===== src/dd_pkg.sv =====
package dd_pkg;

  // Field widths
  localparam int TextWidth  = 48;
  localparam int DiffWidth  = 17;
  localparam int OrdWidth   = 16;
  localparam int MdayWidth  = 9;
  localparam int DecWidth   = 7;

  // Largest reachable magnitude of a difference (99 years of days plus slack)
  localparam int MaxSpan    = 36594;

  localparam logic [3:0]  MonthFeb   = 4'd2;
  localparam logic [3:0]  MonthDec   = 4'd12;
  localparam logic [15:0] YearDays   = 16'd365;

  // Input transaction: two dates as six ASCII digits YYMMDD
  typedef struct packed {
    logic [TextWidth-1:0] first_date_text;
    logic [TextWidth-1:0] second_date_text;
  } dd_in_t;

  // Result transaction
  typedef struct packed {
    logic signed [DiffWidth-1:0] day_difference;
    logic                        format_error;
  } dd_out_t;

  // One date after digit decode
  typedef struct packed {
    logic                err;
    logic [DecWidth-1:0] yy;
    logic [DecWidth-1:0] month;
    logic [DecWidth-1:0] day;
  } dd_dec_t;

  // Split day count after the first ordinal stage
  typedef struct packed {
    logic                 err;
    logic [OrdWidth-1:0]  year_days;
    logic [MdayWidth-1:0] month_days;
  } dd_part_t;

  // Day ordinal counted from the first day of year 2000
  typedef struct packed {
    logic                err;
    logic [OrdWidth-1:0] ord;
  } dd_ord_t;

  // Days before the first of the month in a common year
  function automatic logic [MdayWidth-1:0] month_start(input logic [3:0] m);
    logic [MdayWidth-1:0] r;
    unique case (m)
      4'd1:    r = 9'd0;
      4'd2:    r = 9'd31;
      4'd3:    r = 9'd59;
      4'd4:    r = 9'd90;
      4'd5:    r = 9'd120;
      4'd6:    r = 9'd151;
      4'd7:    r = 9'd181;
      4'd8:    r = 9'd212;
      4'd9:    r = 9'd243;
      4'd10:   r = 9'd273;
      4'd11:   r = 9'd304;
      4'd12:   r = 9'd334;
      default: r = 9'd0;
    endcase
    return r;
  endfunction

endpackage


===== src/date_difference_days.sv =====
// Channel  | Ports            | Handshake
// ---------+------------------+-------------------------------------------
// input    | start, request   | taken at a rising edge with start=1, busy=0
// output   | done, result     | one-cycle strobe, no back-pressure
//
// A transaction is taken every cycle while busy is low; its result passes
// through the register stages decode, year/month parts, ordinal, subtract.
// Reset clears the valid bits of all stages; busy is high only during reset.
// The receiver cannot stall, so the pipeline never holds.
module date_difference_days
  import dd_pkg::*;
(
  input  logic    clk,
  input  logic    rst,
  input  logic    start,
  output logic    busy,
  input  dd_in_t  request,
  output logic    done,
  output dd_out_t result
);

  logic    accept;
  logic    v_dec;
  logic    v_part;
  logic    v_ord;
  dd_dec_t dec_a;
  dd_dec_t dec_b;
  dd_ord_t ord_a;
  dd_ord_t ord_b;
  dd_out_t result_next;

  assign busy   = rst;
  assign accept = start && !busy;

  dd_decode u_dec_a (.clk(clk), .text(request.first_date_text),  .dec(dec_a));
  dd_decode u_dec_b (.clk(clk), .text(request.second_date_text), .dec(dec_b));

  dd_ordinal u_ord_a (.clk(clk), .dec(dec_a), .ord(ord_a));
  dd_ordinal u_ord_b (.clk(clk), .dec(dec_b), .ord(ord_b));

  // Advance valid bits alongside the data
  always_ff @(posedge clk) begin
    if (rst) begin
      v_dec  <= 1'b0;
      v_part <= 1'b0;
      v_ord  <= 1'b0;
      done   <= 1'b0;
    end else begin
      v_dec  <= accept;
      v_part <= v_dec;
      v_ord  <= v_part;
      done   <= v_ord;
    end
  end

  // Subtract ordinals; force zero on a malformed date
  always_comb begin
    result_next.format_error = ord_a.err || ord_b.err;
    if (result_next.format_error) begin
      result_next.day_difference = '0;
    end else begin
      result_next.day_difference = signed'({1'b0, ord_a.ord} - {1'b0, ord_b.ord});
    end
  end

  always_ff @(posedge clk) begin
    result <= result_next;
  end

endmodule


===== src/dd_decode.sv =====
module dd_decode
  import dd_pkg::*;
(
  input  logic                 clk,
  input  logic [TextWidth-1:0] text,
  output dd_dec_t              dec
);

  logic [3:0] dig [6];
  logic [5:0] bad;
  dd_dec_t    dec_next;

  // Check each byte for an ASCII digit and strip the zone
  always_comb begin
    for (int i = 0; i < 6; i++) begin
      dig[i] = text[(5-i)*8 +: 4];
      bad[i] = (text[(5-i)*8+4 +: 4] != 4'h3) || (text[(5-i)*8 +: 4] > 4'd9);
    end
  end

  // Combine digit pairs: tens * 10 + units
  always_comb begin
    dec_next.err   = |bad;
    dec_next.yy    = {dig[0], 3'b000} + {2'b00, dig[0], 1'b0} + {3'b000, dig[1]};
    dec_next.month = {dig[2], 3'b000} + {2'b00, dig[2], 1'b0} + {3'b000, dig[3]};
    dec_next.day   = {dig[4], 3'b000} + {2'b00, dig[4], 1'b0} + {3'b000, dig[5]};
  end

  always_ff @(posedge clk) begin
    dec <= dec_next;
  end

endmodule


===== src/dd_ordinal.sv =====
module dd_ordinal
  import dd_pkg::*;
(
  input  logic    clk,
  input  dd_dec_t dec,
  output dd_ord_t ord
);

  dd_part_t part;
  dd_part_t part_next;
  dd_ord_t  ord_next;
  logic     month_bad;
  logic     leap_add;

  // Whole years since 2000 plus leap days; 2000..2099 is leap every fourth year
  always_comb begin
    month_bad = (dec.month == '0) || (dec.month > DecWidth'(MonthDec));
    leap_add  = (dec.month > DecWidth'(MonthFeb)) && (dec.yy[1:0] == 2'b00);
    part_next.err       = dec.err || month_bad;
    part_next.year_days = (OrdWidth'(dec.yy) * YearDays)
                        + OrdWidth'((8'(dec.yy) + 8'd3) >> 2);
    part_next.month_days = month_start(dec.month[3:0])
                         + MdayWidth'(leap_add)
                         + MdayWidth'(dec.day);
  end

  // Sum the year and month parts
  always_comb begin
    ord_next.err = part.err;
    ord_next.ord = part.year_days + OrdWidth'(part.month_days);
  end

  always_ff @(posedge clk) begin
    part <= part_next;
    ord  <= ord_next;
  end

endmodule


===== config.mk =====
export PLATFORM = sky130hd
export DESIGN_NAME = date_difference_days
export DESIGN_NICKNAME = d
export VERILOG_FILES = /design/src/dd_pkg.sv /design/src/date_difference_days.sv /design/src/dd_decode.sv /design/src/dd_ordinal.sv
export SDC_FILE = /design/constraint.sdc
export NUM_CORES = 1
export LEC_CHECK = 0
export ABC_AREA = 1
export BUFFER_PORTS_ARGS = -buffer_cell sky130_fd_sc_hd__buf_2
export CORE_MARGIN = 2
export CORE_UTILIZATION = 30
export CTS_CLUSTER_SIZE = 14
export DETAILED_ROUTE_END_ITERATION = 7
export PLACE_DENSITY = 0.52
export SLEW_MARGIN = 15
export SYNTH_ARGS = -nofsm -noshare
export SYNTH_HDL_FRONTEND = slang
export SYNTH_SLANG_ARGS = --single-unit

===== constraint.sdc =====
create_clock -name clk -period 11.3 [get_ports clk]
set_clock_uncertainty 0.1 [all_clocks]
set_input_delay 1.695 -clock clk [delete_from_list [all_inputs] [get_ports clk]]
set_output_delay 1.695 -clock clk [all_outputs]
set_load 0.02 [all_outputs]

==> out/metrics.csv <==
metric,value,unit
yosys-top-cells-count,"nand2_1, inv_1, ha_1",
grt_pass1_wl,41400,µm
via_per_inst,4.26,
die_w,201,µm
clock-sinks,170,
h-tree-depth,4,
area_delta_synth_final,15.8,%
drt_wl_total,23800,µm
placed_cell_area,12900,µm²
io_pins,119,
crit_end,u_ord_b.part[21]$_DFF_P_,
fin_crit_sh,0.344,
track_usage,0.124,
synth_ff_type,dfxtp_1,
coreArea,38600,µm²
rows,72,
min_period,3.88,ns
routabilityCongestion,0.892,
grt_pass1_vias,8929,
crit_type,reg2reg,
synth.most_common_cell,nand2_1,
r2r-end,u_ord_b.part[21]$_DFF_P_,
initialDrtViolationCount,400,
cp.arrival,4.12,ns
final_area,13500,µm²
synth-seq-cells,170,
synth_area_leaders,"dfxtp_1, ha_1, nand2_1",
yosys_warnings,0,
critPathCaptureType,flop,
syn-instance-count,1433,
clk_pin_slew,0.07,ns
first_pass_iters,4,
drv_slew,0,
final_cells,2100,
die_h,201,µm
initial_core_util,0.303,
dp_hpwl,20400,µm
globalRoute.totalOverflow,0,
final_nets,1920,
cp_max_fo,6,
route.detailed.drc,0,
cts_root_buf,clkbuf_16,
drtAntennaViolNets,0,
hold_viol_final,0,
die_area,40500,µm²
ys_async_sr_fraction,0,
synth-seq-area-share,0.292,
maxCapViolations,0,
setup_tns,0,ns
diodes,0,
drive_gt1_frac,0.111,
critPathLaunch,u_dec_b.dec[15]$_DFF_P_,
rsz0062_at_grt,false,
portBuffers,118,
rr_worst_depth,16,
avgSynthCellArea,8.14,µm²
outcome,"finished, final reports clean",
synth_top_area_frac,0.292,
vias,8939,
dp.cells,2068,
slew_headroom,0.707,
hp-class,reg2reg,
clock_path_buffers,2,
synth_largest_area_cell,dfxtp_1,
max_freq,257,MHz
reg2reg_slack,7.42,ns
cts-resized-gates,0,
synth_edf_count,0,
tritoncts,done,
tightest_slew,0.434,ns
grt_max_degree,17,
cp.required,11.53,ns
regToRegStartpoint,u_dec_b.dec[15]$_DFF_P_,
syn_area,11700,µm²
syn_nets,1784,
wl_per_cell,11.3,µm
setup_viol,0,
cts_setup_buffers,0,
antenna_found_initial,1,
numCtsBuffers,17,
hold_buffers,0,
synth_cell_types,39,
cp-start-kind,flop,
clock_latency,0.44,ns
stage by stage:
step	hold slack [ns]	utilization	setup slack, ns
floorplan	0.210	-	7.67
global placement	0.213	0.334	7.53
detailed placement	0.212	0.334	7.41
CTS	0.228	0.350	7.41
global route	0.236	0.350	7.16
finish	0.228	0.350	7.42
per-layer routing:
layer,vias up,GRT usage,share of wire
li1,4847,-,-
met2,127,0.203,0.45
met1,3949,0.165,0.51
met4,0,0.0397,0.012
met5,-,0,0
met3,16,0.0224,0.033
worst min-delay path by stage:
stage	depth (start not counted)	slack, ns	endpoint	start
floorplan	0	0.21	u_ord_a.ord[16]$_DFF_P_	u_ord_a.ord_next[16]$_DFF_P_
global placement	0	0.21	u_ord_b.ord[16]$_DFF_P_	u_ord_b.ord_next[16]$_DFF_P_
detailed placement	0	0.21	u_ord_a.ord[16]$_DFF_P_	u_ord_a.ord_next[16]$_DFF_P_
CTS	0	0.23	u_ord_a.ord[16]$_DFF_P_	u_ord_a.ord_next[16]$_DFF_P_
global route	0	0.24	u_ord_b.ord[16]$_DFF_P_	u_ord_b.ord_next[16]$_DFF_P_
finish	0	0.23	u_ord_a.ord[16]$_DFF_P_	u_ord_a.ord_next[16]$_DFF_P_
critical path: stages (launching register included):
cell	delay, ns
dfxtp_1	0.42
ha_1	0.28
a21o_1	0.14
nand3_1	0.11
nor2_1	0.15
fa_1	0.42
inv_1	0.08
fa_1	0.43
fa_1	0.55
inv_1	0.04
ha_1	0.38
a21oi_2	0.20
nor2_1	0.05
o21ai_0	0.20
nand3_1	0.10
nand2_1	0.07
nand2_1	0.05
layout by cell type (no fill, tap or decap), types with 5 or more instances in the layout:
cell type,n
inv_1,255
dfxtp_1,170
nand2_1,310
a31oi_1,5
nor4_1,5
buf_2,118
clkbuf_16,17
inv_6,5
xor2_1,52
nand2_2,12
nand3_1,89
o21ai_0,38
nor2_1,82
fa_1,58
ha_1,194
a21o_1,7
xnor2_1,18
a21oi_1,72
nand4_1,11
nor3_1,9
cell families after synthesis:
group,after synthesis,share of synthesized area
xor+xnor,70,0.0526
flops,170,0.292
buf+inv,260,0.0846
compound gates,149,0.0718
simple gates,532,0.192
fa+ha+maj,252,0.308
final cells by class:
class | instances | area, µm²
Tap cell | 518 | 648
Sequential cell | 170 | 3400
Clock buffer | 18 | 429
Clock inverter | 14 | 185
Multi-Input combinational cell | 1003 | 7280
Timing Repair Buffer | 119 | 598
Fill cell | 4134 | 25000
Inverter | 258 | 968
Power is not shown: default switching activity piles up to over one toggle a cycle in this logic, so the estimate is an artifact.
